$ cat config.mk
export PLATFORM = sky130hd
export DESIGN_NAME = utf8_stream_validator_core_flat
export DESIGN_NICKNAME = d
export VERILOG_FILES = /design/src/hw/rtl/utf8v_pkg.sv /design/src/hw/rtl/utf8v_ifs.sv /design/src/hw/rtl/utf8v_byte_check.sv /design/src/hw/rtl/utf8_stream_validator_core.sv /design/src/flat_wrapper.sv
export SDC_FILE = /design/constraint.sdc
export NUM_CORES = 1
export LEC_CHECK = 0
export BUFFER_PORTS_ARGS = -buffer_cell sky130_fd_sc_hd__clkbuf_2
export CORE_UTILIZATION = 35
export CTS_CLUSTER_SIZE = 28
export DETAILED_ROUTE_END_ITERATION = 12
export PLACE_DENSITY_LB_ADDON = 0.3
export SLEW_MARGIN = 40
export SYNTH_ARGS = -nofsm -noshare
export SYNTH_HDL_FRONTEND = slang
export SYNTH_SLANG_ARGS = --single-unit
$ cat constraint.sdc
create_clock -name i_clk -period 2.1 [get_ports i_clk]
set_input_delay 0.315 -clock i_clk [delete_from_list [all_inputs] [get_ports i_clk]]
set_output_delay 0.315 -clock i_clk [all_outputs]
set_load 0.1 [all_outputs]
$ cat src/hw/rtl/utf8v_pkg.sv
// utf8v_pkg: shared constants, rule codes and scan-state type for the UTF-8 validator.
// No dependencies; compile first.
package utf8v_pkg;

    localparam int unsigned DATA_W = 8;
    localparam int unsigned TRAIL_W = 2;
    localparam int unsigned POS_W = 2;

    // Byte values that the checker compares against
    localparam logic [DATA_W-1:0] BOM_B0 = 8'hEF;
    localparam logic [DATA_W-1:0] BOM_B1 = 8'hBB;
    localparam logic [DATA_W-1:0] BOM_B2 = 8'hBF;
    localparam logic [DATA_W-1:0] CONT_LO = 8'h80;
    localparam logic [DATA_W-1:0] CONT_HI = 8'hBF;
    localparam logic [DATA_W-1:0] LEAD_MB = 8'hC0;
    localparam logic [DATA_W-1:0] LEAD_MIN = 8'hC2;
    localparam logic [DATA_W-1:0] LEAD_3B = 8'hE0;
    localparam logic [DATA_W-1:0] LEAD_ED = 8'hED;
    localparam logic [DATA_W-1:0] LEAD_4B = 8'hF0;
    localparam logic [DATA_W-1:0] LEAD_MAX = 8'hF4;
    localparam logic [DATA_W-1:0] E0_LO = 8'hA0;
    localparam logic [DATA_W-1:0] ED_HI = 8'h9F;
    localparam logic [DATA_W-1:0] F0_LO = 8'h90;
    localparam logic [DATA_W-1:0] F4_HI = 8'h8F;

    // Bytes after which the position counter stops
    localparam logic [POS_W-1:0] POS_SAT = 2'd3;

    // Limit on the first continuation byte after a lead
    typedef enum logic [2:0] {
        RULE_ANY = 3'd0,   // 80-BF
        RULE_E0  = 3'd1,   // A0-BF
        RULE_ED  = 3'd2,   // 80-9F
        RULE_F0  = 3'd3,   // 90-BF
        RULE_F4  = 3'd4    // 80-8F
    } t_rule;

    // Per-stream scan state
    typedef struct packed {
        logic [TRAIL_W-1:0] trail;
        t_rule              rule;
        logic [POS_W-1:0]   pos;
        logic               bom;
        logic               err;
        logic               mb;
    } t_scan_state;

    // Verdict fields of one result
    typedef struct packed {
        logic is_utf8;
        logic well_formed;
        logic has_multibyte;
    } t_verdict;

    localparam t_scan_state SCAN_START = '{
        trail: '0,
        rule:  RULE_ANY,
        pos:   '0,
        bom:   1'b1,
        err:   1'b0,
        mb:    1'b0
    };

endpackage

$ cat src/hw/rtl/utf8v_ifs.sv
// utf8v_ifs: valid/ready channel interfaces for bytes, results and configuration.
// Depends on utf8v_pkg for the data width.
interface utf8v_byte_if;
    logic                             valid;
    logic                             ready;
    logic [utf8v_pkg::DATA_W-1:0]     data_byte;
    logic                             last_byte;

    modport source (output valid, output data_byte, output last_byte, input ready);
    modport sink   (input valid, input data_byte, input last_byte, output ready);
endinterface

interface utf8v_res_if;
    logic valid;
    logic ready;
    logic is_utf8;
    logic well_formed;
    logic has_multibyte;

    modport source (output valid, output is_utf8, output well_formed,
                    output has_multibyte, input ready);
    modport sink   (input valid, input is_utf8, input well_formed,
                    input has_multibyte, output ready);
endinterface

interface utf8v_cfg_if;
    logic valid;
    logic ready;
    logic default_utf8;

    modport source (output valid, output default_utf8, input ready);
    modport sink   (input valid, input default_utf8, output ready);
endinterface

$ cat src/hw/rtl/utf8v_byte_check.sv
// utf8v_byte_check: next scan state and verdict for one byte, pure combinational.
// Depends on utf8v_pkg for the state struct, rule codes and byte constants.
module utf8v_byte_check (
    input  utf8v_pkg::t_scan_state          i_state,
    input  logic [utf8v_pkg::DATA_W-1:0]    i_byte,
    input  logic                            i_default_utf8,
    output utf8v_pkg::t_scan_state          o_state,
    output utf8v_pkg::t_verdict             o_verdict
);

    utf8v_pkg::t_scan_state s_bom;
    utf8v_pkg::t_scan_state s_chk;
    logic                   cont_ok;
    logic                   wf;
    logic                   mb;

    // Range check of a continuation byte under the pending rule
    always_comb begin
        unique case (i_state.rule)
            utf8v_pkg::RULE_E0: cont_ok = (i_byte >= utf8v_pkg::E0_LO) &&
                                          (i_byte <= utf8v_pkg::CONT_HI);
            utf8v_pkg::RULE_ED: cont_ok = (i_byte >= utf8v_pkg::CONT_LO) &&
                                          (i_byte <= utf8v_pkg::ED_HI);
            utf8v_pkg::RULE_F0: cont_ok = (i_byte >= utf8v_pkg::F0_LO) &&
                                          (i_byte <= utf8v_pkg::CONT_HI);
            utf8v_pkg::RULE_F4: cont_ok = (i_byte >= utf8v_pkg::CONT_LO) &&
                                          (i_byte <= utf8v_pkg::F4_HI);
            default:            cont_ok = (i_byte >= utf8v_pkg::CONT_LO) &&
                                          (i_byte <= utf8v_pkg::CONT_HI);
        endcase
    end

    // Track the leading byte-order mark; a broken mark counts its EF as multibyte
    always_comb begin
        s_bom = i_state;
        if (i_state.bom) begin
            priority if (i_state.pos == 2'd0) begin
                if (i_byte != utf8v_pkg::BOM_B0) begin
                    s_bom.bom = 1'b0;
                end
            end else if (i_state.pos == 2'd1) begin
                if (i_byte != utf8v_pkg::BOM_B1) begin
                    s_bom.bom = 1'b0;
                    s_bom.mb  = 1'b1;
                end
            end else if (i_state.pos == 2'd2) begin
                if (i_byte != utf8v_pkg::BOM_B2) begin
                    s_bom.bom = 1'b0;
                    s_bom.mb  = 1'b1;
                end
            end else begin
                s_bom.bom = i_state.bom;
            end
        end
    end

    // Check the byte as a continuation or as a lead; freeze after an error
    always_comb begin
        s_chk = s_bom;
        if (!i_state.err) begin
            if (i_state.trail != '0) begin
                if (!cont_ok) begin
                    s_chk.err = 1'b1;
                end
                s_chk.rule  = utf8v_pkg::RULE_ANY;
                s_chk.trail = i_state.trail - 2'd1;
            end else begin
                if ((i_byte >= utf8v_pkg::LEAD_MB) &&
                    !((i_state.pos == 2'd0) && (i_byte == utf8v_pkg::BOM_B0))) begin
                    s_chk.mb = 1'b1;
                end
                priority if (i_byte < utf8v_pkg::CONT_LO) begin
                    s_chk.err = 1'b0;
                end else if ((i_byte < utf8v_pkg::LEAD_MIN) ||
                             (i_byte > utf8v_pkg::LEAD_MAX)) begin
                    s_chk.err = 1'b1;
                end else if (i_byte < utf8v_pkg::LEAD_3B) begin
                    s_chk.trail = 2'd1;
                    s_chk.rule  = utf8v_pkg::RULE_ANY;
                end else if (i_byte < utf8v_pkg::LEAD_4B) begin
                    s_chk.trail = 2'd2;
                    s_chk.rule  = (i_byte == utf8v_pkg::LEAD_3B) ? utf8v_pkg::RULE_E0 :
                                  (i_byte == utf8v_pkg::LEAD_ED) ? utf8v_pkg::RULE_ED :
                                                                   utf8v_pkg::RULE_ANY;
                end else begin
                    s_chk.trail = 2'd3;
                    s_chk.rule  = (i_byte == utf8v_pkg::LEAD_4B)  ? utf8v_pkg::RULE_F0 :
                                  (i_byte == utf8v_pkg::LEAD_MAX) ? utf8v_pkg::RULE_F4 :
                                                                    utf8v_pkg::RULE_ANY;
                end
            end
        end
        // Advance the saturating position
        if (i_state.pos != utf8v_pkg::POS_SAT) begin
            s_chk.pos = i_state.pos + 2'd1;
        end
    end

    // Form the verdict as if this byte ended the stream
    assign wf = !s_chk.err && (s_chk.trail == '0);
    assign mb = s_chk.mb || (s_chk.bom && (s_chk.pos != utf8v_pkg::POS_SAT));

    assign o_state                 = s_chk;
    assign o_verdict.is_utf8       = wf && (mb || i_default_utf8);
    assign o_verdict.well_formed   = wf;
    assign o_verdict.has_multibyte = mb;

endmodule

$ cat src/hw/rtl/utf8_stream_validator_core.sv
// utf8_stream_validator_core: top level of the streaming UTF-8 well-formedness checker.
// Depends on utf8v_pkg, utf8v_ifs and utf8v_byte_check.
//
//  Channel   Dir   Payload                                  Transfer when
//  i_in      in    data_byte[7:0], last_byte                valid && ready
//  o_out     out   is_utf8, well_formed, has_multibyte      valid && ready
//  i_cfg     in    default_utf8                             valid && ready (always ready)
//
// One byte per cycle while i_in.ready is high: each byte updates the scan registers
// in the cycle it transfers; a last byte loads the result register for the next cycle.
// i_in.ready drops only while a result waits and o_out.ready is low; draining the
// result and taking the next byte happen in the same cycle.
// Synchronous active-low reset returns to start of stream with default_utf8 cleared.
module utf8_stream_validator_core (
    input  logic                 i_clk,
    input  logic                 i_rst_n,
    utf8v_byte_if.sink           i_in,
    utf8v_res_if.source          o_out,
    utf8v_cfg_if.sink            i_cfg
);

    utf8v_pkg::t_scan_state r_state;
    utf8v_pkg::t_scan_state n_state;
    utf8v_pkg::t_verdict    n_verdict;
    utf8v_pkg::t_verdict    r_verdict;
    logic                   r_out_valid;
    logic                   r_default_utf8;
    logic                   in_xfer;

    // Take a byte whenever the result register is free or being drained
    assign i_in.ready = !r_out_valid || o_out.ready;
    assign in_xfer    = i_in.valid && i_in.ready;
    assign i_cfg.ready = 1'b1;

    utf8v_byte_check u_check (
        .i_state        (r_state),
        .i_byte         (i_in.data_byte),
        .i_default_utf8 (r_default_utf8),
        .o_state        (n_state),
        .o_verdict      (n_verdict)
    );

    // Hold the configuration register
    always_ff @(posedge i_clk) begin
        if (!i_rst_n) begin
            r_default_utf8 <= 1'b0;
        end else if (i_cfg.valid) begin
            r_default_utf8 <= i_cfg.default_utf8;
        end
    end

    // Advance the scan state; restart after the last byte
    always_ff @(posedge i_clk) begin
        if (!i_rst_n) begin
            r_state <= utf8v_pkg::SCAN_START;
        end else if (in_xfer) begin
            r_state <= i_in.last_byte ? utf8v_pkg::SCAN_START : n_state;
        end
    end

    // Hold the result until it transfers
    always_ff @(posedge i_clk) begin
        if (!i_rst_n) begin
            r_out_valid <= 1'b0;
        end else if (in_xfer && i_in.last_byte) begin
            r_out_valid <= 1'b1;
        end else if (o_out.ready) begin
            r_out_valid <= 1'b0;
        end
    end

    // Load the verdict on the last byte
    always_ff @(posedge i_clk) begin
        if (in_xfer && i_in.last_byte) begin
            r_verdict <= n_verdict;
        end
    end

    assign o_out.valid         = r_out_valid;
    assign o_out.is_utf8       = r_verdict.is_utf8;
    assign o_out.well_formed   = r_verdict.well_formed;
    assign o_out.has_multibyte = r_verdict.has_multibyte;

endmodule
$ cat src/flat_wrapper.sv
// flat-port wrapper written by rule: the top's interface ports become plain ports
module utf8_stream_validator_core_flat 
  (i_clk, i_rst_n, i_in_valid, i_in_data_byte, i_in_last_byte, i_in_ready, o_out_valid, o_out_is_utf8, o_out_well_formed, o_out_has_multibyte, o_out_ready, i_cfg_valid, i_cfg_default_utf8, i_cfg_ready);
  utf8v_byte_if i_in_i ();
  utf8v_res_if o_out_i ();
  utf8v_cfg_if i_cfg_i ();
  input  logic i_clk;
  input  logic i_rst_n;
  input wire logic [$bits(i_in_i.valid)-1:0] i_in_valid;
  input wire logic [$bits(i_in_i.data_byte)-1:0] i_in_data_byte;
  input wire logic [$bits(i_in_i.last_byte)-1:0] i_in_last_byte;
  output wire logic [$bits(i_in_i.ready)-1:0] i_in_ready;
  output wire logic [$bits(o_out_i.valid)-1:0] o_out_valid;
  output wire logic [$bits(o_out_i.is_utf8)-1:0] o_out_is_utf8;
  output wire logic [$bits(o_out_i.well_formed)-1:0] o_out_well_formed;
  output wire logic [$bits(o_out_i.has_multibyte)-1:0] o_out_has_multibyte;
  input wire logic [$bits(o_out_i.ready)-1:0] o_out_ready;
  input wire logic [$bits(i_cfg_i.valid)-1:0] i_cfg_valid;
  input wire logic [$bits(i_cfg_i.default_utf8)-1:0] i_cfg_default_utf8;
  output wire logic [$bits(i_cfg_i.ready)-1:0] i_cfg_ready;
  assign i_in_i.valid = i_in_valid;
  assign i_in_i.data_byte = i_in_data_byte;
  assign i_in_i.last_byte = i_in_last_byte;
  assign i_in_ready = i_in_i.ready;
  assign o_out_valid = o_out_i.valid;
  assign o_out_is_utf8 = o_out_i.is_utf8;
  assign o_out_well_formed = o_out_i.well_formed;
  assign o_out_has_multibyte = o_out_i.has_multibyte;
  assign o_out_i.ready = o_out_ready;
  assign i_cfg_i.valid = i_cfg_valid;
  assign i_cfg_i.default_utf8 = i_cfg_default_utf8;
  assign i_cfg_ready = i_cfg_i.ready;
  utf8_stream_validator_core u_core (.i_clk(i_clk), .i_rst_n(i_rst_n), .i_in(i_in_i), .o_out(o_out_i), .i_cfg(i_cfg_i));
endmodule
==> results of run 1 <==
[through the flow]
stage / hold slack, ps / std cells / instance area, um^2 / setup slack, ps / util
6_report: 278.6 / 169 / 1114 / 447.9 / 0.4376
5_1_grt: 286.0 / 169 / 1114 / 384.5 / 0.4376
4_1_cts: 276.7 / 169 / 1114 / 446.0 / 0.4376
3_5_place_dp: 482.3 / 165 / 1086 / 252.5 / 0.4267
3_3_place_gp: 471.9 / 165 / 1086 / 285.2 / 0.4267
2_1_floorplan: 448.5 / 121 / 979.7 / 71.84 / -
[per-layer routing]
layer  routed length [um]  vias to the layer above  share of wire  track usage
met5                    0                        -              0            0
met4                   68                        0          0.031       0.1068
met3                   68                        7          0.031      0.01944
met2                  970                       22           0.44       0.2711
met1                 1097                      437           0.50       0.2292
li1                     -                      477              -            -
[tightest hold or removal path, cell delays in order]
cell and delay, ps:
clkbuf_2 100, nand2_1 60, a21boi_0 70
[registers in the layout (all words and copies together) (netlist names)]
signal                      count
u_core.o_out.well_formed        1
u_core.o_out.valid              1
u_core.r_default_utf8           1
u_core.o_out.has_multibyte      1
u_core.o_out.is_utf8            1
u_core.r_state                 10
[cell families after synthesis]
| family | count (synthesis) |
|---|---|
| AO/OA/AOI/OAI | 27 |
| flip-flops | 15 |
| other | 1 |
| AND/OR/NAND/NOR | 63 |
| buffers and inverters | 11 |
| multiplexers | 4 |
[worst max path at each step]
stage | startpoint | slack [ps] | endpoint | cells past startpoint
detailed placement | i_in_data_byte[5] | 250 | u_core.o_out.is_utf8 | 6
floorplan | u_core.o_out.valid | 70 | u_core.r_state[5] | 5
finish | u_core.r_state[4] | 450 | u_core.o_out.is_utf8 | 4
global route | u_core.r_state[4] | 380 | u_core.o_out.is_utf8 | 4
global placement | i_in_data_byte[5] | 290 | u_core.o_out.is_utf8 | 6
CTS | u_core.r_state[4] | 450 | u_core.o_out.is_utf8 | 4
[final cells by class]
class	instances	share of cell area
Clock buffer	3	0.02022
Tap cell	30	0.03371
Multi-Input combinational cell	95	0.5348
Inverter	5	0.01685
Sequential cell	15	0.2978
Timing Repair Buffer	20	0.09213
Clock inverter	1	0.004494
[power breakdown]
part | switching, uW | internal (uW) | total [uW]
clock network | 100 | 71.0 | 171
logic | 109 | 50.5 | 160
registers | 10.7 | 307 | 317
[cell usage after synthesis (4+ instances only)]
cell and n:
nand2b_1 5, a21oi_1 6, nor2b_1 4, nor3_1 6, nor2_1 11, inv_1 5
dfxtp_1 12, mux2i_1 4, nand2_1 15
==> metrics.log, run 1 <==
[metrics] Clock Skew: 1.078 ps
[metrics] highest-count cells in the layout ignoring fill and taps: clkbuf_2, nand2_1, nor2_1, dfxtp_1
[metrics] critical-path cell with the highest stage delay: dfxtp_1
[metrics] result of the run: completed
[metrics] total routing usage reported by global routing: 0.1751
[metrics] crit end category: register
[metrics] total power after layout: 647.9 uW
[metrics] Die X: 54.81 um
[metrics] synthesized-area fraction occupied by and/or/nand/nor cells: 0.3628
[metrics] placed wire-length estimate after detailed placement: 1735 um
[metrics] type of the setup path with the least slack: reg2reg
[metrics] area of the multi-input gates: 595.6 um^2
[metrics] Detailed Route WL: 2205 um
[metrics] Initial Utilization: 0.3835
[metrics] list of cells traversed by the critical path: nor4_4, nand4_1, a211o_1, o31a_1
[metrics] class of the worst hold path: in2reg
[metrics] global route overflow: 0
[metrics] signed area change from the synthesized netlist to the final layout: 14.10%
[metrics] # rows: 18
[metrics] CTS Root Cell: clkbuf_4
[metrics] final number of hold-violating endpoints: 0
[metrics] Slew @ Worst Pin: 544.9 ps
[metrics] number of instances in the synthesized netlist: 121
[metrics] portion of synthesized cell area occupied by the leading cell type: 0.2462
[metrics] final setup fails: 0
[metrics] reg2reg path depth: 4
[metrics] cell type with the highest aggregate area in the netlist: dfxtp_1
[metrics] minimum clock period: 1652 ps
[metrics] number of remaining DRC errors: 0
[metrics] summed negative setup slack over all endpoints: 0 ps
[metrics] area of the mapped netlist: 975.9 um^2
[metrics] hold path endpoint: u_core.o_out.valid
[metrics] number of slew-limit violations in the final report: 0
[metrics] first-pass GRT wire length: 3705 um
[metrics] maximum number of pins on one net before global-route repair: 14
[metrics] Primary FF master, synth: dfxtp_1
[metrics] setup slack, reg-to-reg: 450 ps
[metrics] parity-gate share of the synthesized area counting xor and xnor cells: 0
[metrics] unique cell type count in the Yosys netlist: 44
[metrics] Yosys Warn Count: 0
[metrics] Period Utilization, post-route: 0.7867
[metrics] crit path launch type: register
[metrics] largest fanout on the critical path: 7
[metrics] number of global-route vias before repair: 863
[metrics] mean instance size in the synthesized netlist: 8.066 um^2
[metrics] reported max-cap violation count: 0
[metrics] pwr dens: 581.8 nW/um^2
[metrics] CTS Buf Count: 3
[metrics] startpoint of the worst-slack reg-to-reg timing path: u_core.r_state[4]
[metrics] cell class contributing the biggest share of worst-path delay: compound AO/OA/AOI/OAI gates
[metrics] clock tree from TritonCTS: yes
[metrics] IR Drop Worst-Case VDD: 412.2 uV
[metrics] largest family of logic cells by synthesized area: simple AND/OR/NAND/NOR gates
[metrics] CORE AREA: 2545 um^2
[metrics] Antenna Violating Nets Remaining: 0
[metrics] Detailed Route Iter0 Violations: 27
[metrics] Worst-Skew Late Latency: 290 ps
[metrics] largest cells by area after synthesis: dfxtp_1, edfxtp_1, nand2_1, nor2_1, mux2i_1
[metrics] wire per inst: 13.05 um
[metrics] buffers plus inverters on the worst setup path: 0
[metrics] launch instance of the worst min-delay path: i_in_valid
[metrics] post-synthesis compound-gate area fraction: 0.2000
[metrics] Hold Path Depth: 3
[metrics] relative max-transition margin: 0.6383
[metrics] Inserted Diodes: 0
[metrics] post-synthesis adder-cell area fraction: 0
[metrics] post-synthesis sequential element count: 15
[metrics] overall die area: 3004 um^2
[metrics] total I/O pin count: 21
[metrics] proportion of layout cells with a drive suffix above 1: 0.2230
[metrics] Data required, critical path: 2150 ps
[metrics] f_max: 605.3 MHz
[metrics] clock sinks: 15
[metrics] Crit path largest cell delay: 390 ps
[metrics] Die Ht: 54.81 um
[metrics] IO buf count: 19
[metrics] count of buffers added by post-CTS timing repair for setup: 0
[metrics] hold bufs inserted after CTS: 0
[metrics] antenna violations before repair: 0
[metrics] static leakage: 0.0004619 uW
[metrics] share of synthesized flip-flops with an asynchronous set or reset: 0
[metrics] post-synthesis mux area share: 0.04103
[metrics] data arrival time at the worst-slack endpoint: 1710 ps
[metrics] quantity of gates resized following cts: 0
[metrics] total number of vias: 943
[metrics] final weighted congestion of routability-driven global placement: 0.8971
[metrics] vias per cell: 5.580
[metrics] NumNets Final: 155
[metrics] unrepaired setup endpoints after global routing: no
[metrics] Seq. cell area: 331.6 um^2
[metrics] Fill cells: 276
[metrics] net count after synthesis: 136
[metrics] number of enable-type register cells in the synthesized netlist: 3
[metrics] sequential fraction of the synthesis area: 0.3385
[metrics] number of search-and-repair iterations in the first detailed-routing pass: 4
[metrics] capture instance of the worst register-to-register path: u_core.o_out.is_utf8
[metrics] buffers from clock root to sink, at most: 2
[metrics] CTS HTree Levels: 1
[metrics] clock-pin slew of the registers on the worst-case setup and hold paths: 90 ps
[metrics] most frequent standard cell in the layout excluding fill and tap cells: clkbuf_2
Note: power is estimated with default switching activity, not from simulation.
==> run 2: changes to the inputs <==
- clock period: 2.1 -> 1.45 ns (I/O delays scaled with it)
==> metrics.log, run 2 (synthesis gave the netlist of run 1 again) <==
[metrics] type of the setup path with the least slack: reg2reg (unchanged)
[metrics] Die Ht: 54.81 um (unchanged)
[metrics] count of buffers added by post-CTS timing repair for setup: 0 (unchanged)
[metrics] placed wire-length estimate after detailed placement: 1944 um (was 1735 um)
[metrics] crit end category: register (unchanged)
[metrics] unrepaired setup endpoints after global routing: yes (was no)
[metrics] Clock Skew: 4.461 ps (was 1.078 ps)
[metrics] Worst-Skew Late Latency: 290 ps (about the same)
[metrics] IO buf count: 19 (unchanged)
[metrics] maximum number of pins on one net before global-route repair: 14 (unchanged)
[metrics] CTS Buf Count: 3 (unchanged)
[metrics] Period Utilization, post-route: 1.072 (was 0.7867)
[metrics] signed area change from the synthesized netlist to the final layout: 35.51% (was 14.10%)
[metrics] CORE AREA: 2545 um^2 (unchanged)
[metrics] Fill cells: 255 (was 276)
[metrics] total I/O pin count: 21 (unchanged)
[metrics] Detailed Route Iter0 Violations: 22 (was 27)
[metrics] proportion of layout cells with a drive suffix above 1: 0.3875 (was 0.2230)
[metrics] pwr dens: 749.0 nW/um^2 (was 581.8 nW/um^2)
[metrics] highest-count cells in the layout ignoring fill and taps: buf_4, clkbuf_2, nand2_1 (was clkbuf_2, nand2_1, nor2_1, dfxtp_1)
[metrics] placed standard-cell area: 1281 um^2 (was 1086 um^2)
[metrics] clock tree from TritonCTS: yes (unchanged)
[metrics] Antenna Violating Nets Remaining: 0 (unchanged)
[metrics] wire per inst: 12.91 um (was 13.05 um)
[metrics] number of slew-limit violations in the final report: 0 (unchanged)
[metrics] Hold Path Depth: 3 (unchanged)
[metrics] placed cell count: 186 (was 165)
[metrics] Routed met3 length: 83 um (was 68 um)
[metrics] final setup fails: 2 (was 0)
[metrics] static leakage: 0.0005828 uW (was 0.0004619 uW)
[metrics] clock sinks: 15 (unchanged)
[metrics] amount of wire on met2 after detailed routing: 1097 um (was 970 um)
[metrics] global route overflow: 0 (unchanged)
[metrics] crit path launch type: register (unchanged)
[metrics] # rows: 18 (unchanged)
[metrics] data arrival time at the worst-slack endpoint: 1610 ps (was 1710 ps)
[metrics] launch point of the worst path: u_core.r_state[4] (unchanged)
[metrics] highest routing layer actually used: met4 (unchanged)
[metrics] CTS HTree Levels: 1 (unchanged)
[metrics] startpoint of the worst-slack reg-to-reg timing path: u_core.r_state[4] (unchanged)
[metrics] capture instance of the worst register-to-register path: u_core.o_out.is_utf8 (unchanged)
[metrics] result of the run: finished, violations left (was completed)
[metrics] antenna violations before repair: 0 (unchanged)
[metrics] reg2reg path depth: 4 (unchanged)
[metrics] Die X: 54.81 um (unchanged)
[metrics] Data required, critical path: 1510 ps (was 2150 ps)
[metrics] f_max: 643.5 MHz (was 605.3 MHz)
[metrics] NumNets Final: 176 (was 155)
[metrics] Initial Utilization: 0.3835 (unchanged)
[metrics] final number of hold-violating endpoints: 0 (unchanged)
[metrics] post-route worst setup slack: -103.9 ps (was 447.9 ps)
[metrics] vias per cell: 5.342 (was 5.580)
[metrics] Detailed Route WL: 2453 um (was 2205 um)
[metrics] launch instance of the worst min-delay path: i_cfg_default_utf8 (was i_in_valid)
[metrics] relative max-transition margin: 0.6377 (was 0.6383)
[metrics] setup slack, reg-to-reg: -100 ps (was 450 ps)
[metrics] Fin Hold WS: 183.9 ps (was 278.6 ps)
[metrics] reported max-cap violation count: 0 (unchanged)
[metrics] number of global-route vias before repair: 877 (was 863)
[metrics] buffers from clock root to sink, at most: 2 (unchanged)
[metrics] flip-flop count of the largest register, all copies and words added: 10 (unchanged)
[metrics] number of remaining DRC errors: 0 (unchanged)
[metrics] Placement Setup Slack: -209.8 ps (was 252.5 ps)
[metrics] met1 wire length: 1199 um (was 1097 um)
[metrics] overall die area: 3004 um^2 (unchanged)
[metrics] largest reg by FF count: u_core.r_state (unchanged)
[metrics] final weighted congestion of routability-driven global placement: 0.8985 (was 0.8971)
[metrics] most frequent standard cell in the layout excluding fill and tap cells: buf_4 (was clkbuf_2)
[metrics] IR Drop Worst-Case VDD: 582.2 uV (was 412.2 uV)
[metrics] clock-pin slew of the registers on the worst-case setup and hold paths: 100 ps (was 90 ps)
[metrics] post-route non-filler standard cell count: 190 (was 169)
[metrics] total number of vias: 1015 (was 943)
[metrics] number of search-and-repair iterations in the first detailed-routing pass: 4 (unchanged)
[metrics] class of the worst hold path: in2reg (unchanged)
[metrics] CTS Root Cell: clkbuf_4 (unchanged)
[metrics] Inserted Diodes: 0 (unchanged)
[metrics] Slew @ Worst Pin: 545.7 ps (was 544.9 ps)
[metrics] violations in the final reports: setup timing
[metrics] largest fanout on the critical path: 3 (was 7)
[metrics] hold path endpoint: u_core.r_default_utf8 (was u_core.o_out.valid)
[metrics] first-pass GRT wire length: 3857 um (was 3705 um)
[metrics] minimum clock period: 1554 ps (was 1652 ps)
[metrics] total routing usage reported by global routing: 0.1829 (was 0.1751)
[metrics] post-route design area: 1323 um^2 (was 1114 um^2)
## run 2: area by class of cell
cell class | count | area, um^2 | area share
repair buffers | 41 | 262.8 | 0.1987
well taps | 30 | 37.54 | 0.02838
flip-flops and latches | 15 | 336.6 | 0.2545
clock buffers | 3 | 22.52 | 0.01703
multi-input cells | 95 | 639.4 | 0.4834
clock inverters | 1 | 5.005 | 0.003784
inverters | 5 | 18.77 | 0.01419
## run 2: routing by layer
metal | GRT usage | vias up
met5 | 0 | -
met4 | 0.08974 | 0
met3 | 0.03333 | 8
met2 | 0.2751 | 21
met1 | 0.2467 | 470
li1 | - | 516
## run 2: power breakdown
group	switching, uW	leakage, uW	internal [uW]
Clock	147	0.0000177	103
Sequential	11.6	0.000128	444
Combinational	176	0.000437	109
Total	335	0.000583	656
## run 2: worst max path at each step
stage / endpoint / slack (ps) / depth (start not counted)
finish: u_core.o_out.is_utf8 / -100 / 4
global route: u_core.o_out.is_utf8 / -130 / 4
CTS: u_core.o_out.is_utf8 / -90 / 4
detailed placement: u_core.o_out.is_utf8 / -210 / 6
global placement: u_core.o_out.is_utf8 / -170 / 6
floorplan: u_core.r_state[5] / -120 / 5
## run 2: stage by stage
| stage | TNS [ps] | util | total power [uW] |
|---|---|---|---|
| 2_1_floorplan | -380.2 | - | 653.1 |
| 3_3_place_gp | -550.7 | 0.5034 | 741.9 |
| 3_5_place_dp | -723.5 | 0.5034 | 746.6 |
| 4_1_cts | -155.7 | 0.5143 | 994.8 |
| 5_1_grt | -244.9 | 0.5197 | 1039 |
| 6_report | -172.1 | 0.5197 | 990.5 |
## run 2: repair_timing
| item | 4_1_cts | 5_1_grt |
|---|---|---|
| gates resized for setup | 0 | 3 |
| setup endpoints to repair | 2 | 4 |
| hold buffers | 0 | 0 |
| pin swaps | 0 | 0 |
## run 2: critical path: stages (launching register included)
cell	delay, ps
dfxtp_2	350
nor4_4	280
nand4_1	120
a211o_1	310
o31a_1	250
==> run 3: changes to the inputs <==
- BUFFER_PORTS_ARGS: -buffer_cell sky130_fd_sc_hd__clkbuf_2 -> -buffer_cell sky130_fd_sc_hd__buf_4
- PLACE_DENSITY: default -> 0.65
- PLACE_DENSITY_LB_ADDON: 0.3 -> default
==> metrics.log, run 3 (synthesis gave the netlist of run 1 again) <==
[metrics] result of the run: finished, violations left (unchanged)
[metrics] violations in the final reports: setup timing (unchanged)
[metrics] Die X: 54.81 um (unchanged)
[metrics] CTS Buf Count: 3 (unchanged)
[metrics] Crit path largest cell delay: 350 ps (about the same)
[metrics] Period Utilization, post-route: 1.054 (was 1.072)
[metrics] overall die area: 3004 um^2 (unchanged)
[metrics] number of search-and-repair iterations in the first detailed-routing pass: 5 (was 4)
[metrics] largest reg by FF count: u_core.r_state (unchanged)
[metrics] Initial Utilization: 0.3835 (unchanged)
[metrics] Die Ht: 54.81 um (unchanged)
[metrics] IO buf count: 19 (unchanged)
[metrics] Worst-Skew Late Latency: 300 ps (was 290 ps)
[metrics] Fill cells: 240 (was 255)
[metrics] number of global-route vias before repair: 925 (was 877)
[metrics] CTS Root Cell: clkbuf_4 (unchanged)
[metrics] global route overflow: 0 (unchanged)
[metrics] clock-pin slew of the registers on the worst-case setup and hold paths: 100 ps (about the same)
[metrics] number of remaining DRC errors: 0 (unchanged)
[metrics] unrepaired setup endpoints after global routing: yes (unchanged)
[metrics] portion of total power attributed to the clock network: 0.251 (was 0.252)
[metrics] pwr dens: 736.3 nW/um^2 (was 749.0 nW/um^2)
[metrics] switching fraction of total power: 0.3335 (was 0.3380)
[metrics] internal power summed over all cells: 674.8 uW (was 655.8 uW)
[metrics] CTS HTree Levels: 1 (unchanged)
[metrics] Data required, critical path: 1510 ps (about the same)
[metrics] area of the multi-input gates: 630.6 um^2 (was 639.4 um^2)
[metrics] proportion of layout cells with a drive suffix above 1: 0.3889 (was 0.3875)
[metrics] reported max-cap violation count: 0 (unchanged)
[metrics] placed wire-length estimate after detailed placement: 1915 um (was 1944 um)
[metrics] data arrival time at the worst-slack endpoint: 1590 ps (was 1610 ps)
[metrics] cell class contributing the biggest share of worst-path delay: compound AO/OA/AOI/OAI gates (unchanged)
[metrics] Inserted Diodes: 0 (unchanged)
[metrics] largest fanout on the critical path: 3 (unchanged)
[metrics] crit path launch type: register (unchanged)
[metrics] final weighted congestion of routability-driven global placement: 0.9486 (was 0.8985)
[metrics] total power after layout: 1012 uW (was 990.5 uW)
[metrics] class of the worst hold path: in2reg (unchanged)
[metrics] relative contribution of combinational cells to total power: 0.300 (was 0.288)
[metrics] final setup fails: 2 (unchanged)
[metrics] final number of hold-violating endpoints: 0 (unchanged)
[metrics] highest-count cells in the layout ignoring fill and taps: buf_4, nand2_1, nor2_1 (was buf_4, clkbuf_2, nand2_1)
[metrics] launch instance of the worst min-delay path: i_cfg_default_utf8 (unchanged)
[metrics] # rows: 18 (unchanged)
[metrics] type of the setup path with the least slack: reg2reg (unchanged)
[metrics] f_max: 654.0 MHz (was 643.5 MHz)
[metrics] count of buffers added by post-CTS timing repair for setup: 0 (unchanged)
[metrics] Detailed Route Iter0 Violations: 15 (was 22)
[metrics] wire per inst: 12.70 um (was 12.91 um)
[metrics] IR Drop Worst-Case VDD: 530.1 uV (was 582.2 uV)
[metrics] startpoint of the worst-slack reg-to-reg timing path: u_core.r_state[4] (unchanged)
[metrics] Placement Setup Slack: -183.5 ps (was -209.8 ps)
[metrics] CORE AREA: 2545 um^2 (unchanged)
[metrics] vias per cell: 5.432 (was 5.342)
[metrics] buffers from clock root to sink, at most: 2 (unchanged)
[metrics] post-route worst setup slack: -78.98 ps (was -103.9 ps)
[metrics] Seq. cell area: 337.8 um^2 (was 336.6 um^2)
[metrics] Detailed Route WL: 2438 um (was 2453 um)
[metrics] part of the power in registers: 0.450 (was 0.460)
[metrics] launch point of the worst path: u_core.r_state[4] (unchanged)
[metrics] clock tree from TritonCTS: yes (unchanged)
[metrics] total I/O pin count: 21 (unchanged)
[metrics] number of slew-limit violations in the final report: 0 (unchanged)
[metrics] critical-path cell with the highest stage delay: dfxtp_2 (unchanged)
[metrics] most frequent standard cell in the layout excluding fill and tap cells: buf_4 (unchanged)
[metrics] crit end category: register (unchanged)
[metrics] NumNets Final: 178 (was 176)
[metrics] switching power summed over all nets: 337.7 uW (was 334.8 uW)
[metrics] buffers plus inverters on the worst setup path: 0 (unchanged)
[metrics] antenna violations before repair: 0 (unchanged)
[metrics] maximum number of pins on one net before global-route repair: 14 (unchanged)
[metrics] signed area change from the synthesized netlist to the final layout: 40.90% (was 35.51%)
[metrics] Antenna Violating Nets Remaining: 0 (unchanged)
[metrics] flip-flop count of the largest register, all copies and words added: 10 (unchanged)
[metrics] minimum clock period: 1529 ps (was 1554 ps)
[metrics] total number of vias: 1043 (was 1015)
[metrics] list of cells traversed by the critical path: nor4_4, nand4_1, a211o_1, o31a_1 (unchanged)
[metrics] setup slack, reg-to-reg: -80 ps (was -100 ps)
[metrics] total routing usage reported by global routing: 0.1913 (was 0.1829)
[metrics] hold bufs inserted after CTS: 0 (unchanged)
[metrics] Clock Skew: 1.895 ps (was 4.461 ps)
[metrics] clock sinks: 15 (unchanged)
[metrics] first-pass GRT wire length: 4002 um (was 3857 um)
[metrics] static leakage: 0.0006007 uW (was 0.0005828 uW)
## run 3: changes by cell type in the layout (fill, tap and decap cells not counted)
cell / delta
buf_4: +20
nor4b_1: +1
clkbuf_2: -18
nor2_1: +1
dfxtp_2: +1
nor2_2: -1
dfxtp_1: -1
nor4b_2: -1
## run 3: power by group through the flow
stage / Combinational, uW / Clock [uW] / Sequential [uW]
after floorplan: 142 / 0 / 511
after global placement: 298 / 0 / 464
after global routing: 328 / 279 / 457
after CTS: 303 / 252 / 455
final: 304 / 254 / 455
after detailed placement: 301 / 0 / 464
## run 3: final timing paths
kind	end	depth (start not counted)
max	u_core.o_out.is_utf8	4
min	u_core.r_default_utf8	3
min reg2reg	u_core.r_state[6]	2
max reg2reg	u_core.o_out.is_utf8	4
## run 3: metrics by stage
| stage | area [um^2] | setup TNS, ps | hold slack [ps] | utilization | std cells |
|---|---|---|---|---|---|
| after CTS | 1370 | -150.4 | 177.0 | 0.5383 | 192 |
| after global placement | 1341 | -534.1 | 467.6 | 0.5270 | 188 |
| after detailed placement | 1341 | -692.7 | 479.2 | 0.5270 | 188 |
| after floorplan | 1022 | -380.2 | 355.0 | - | 121 |
| final | 1375 | -133.5 | 173.8 | 0.5403 | 192 |
| after global routing | 1375 | -267.4 | 170.5 | 0.5403 | 192 |
## run 3: cell type report
cell class | count | share of cell area
clock buffers | 3 | 0.01638
clock inverters | 1 | 0.003640
well taps | 30 | 0.02730
multi-input cells | 95 | 0.4586
repair buffers | 43 | 0.2348
inverters | 5 | 0.01365
flip-flops and latches | 15 | 0.2457
## run 3: what timing repair did
item                       4_1_cts  5_1_grt
pin swaps                        1        1
setup endpoints to repair        2        4
gates resized for setup          1        1
## run 3: worst min-delay path, stage by stage
cell	delay (ps)
buf_4	70
mux2i_1	50
nor2b_1	90
## run 3: routing by layer
layer,vias to the layer above,routed length [um],global-route usage,part of all wire
li1,520,-,-,-
met1,491,1153,0.2546,0.47
met2,27,1147,0.2952,0.47
met3,5,97,0.03333,0.040
met4,0,40,0.08974,0.016
met5,-,0,0,0
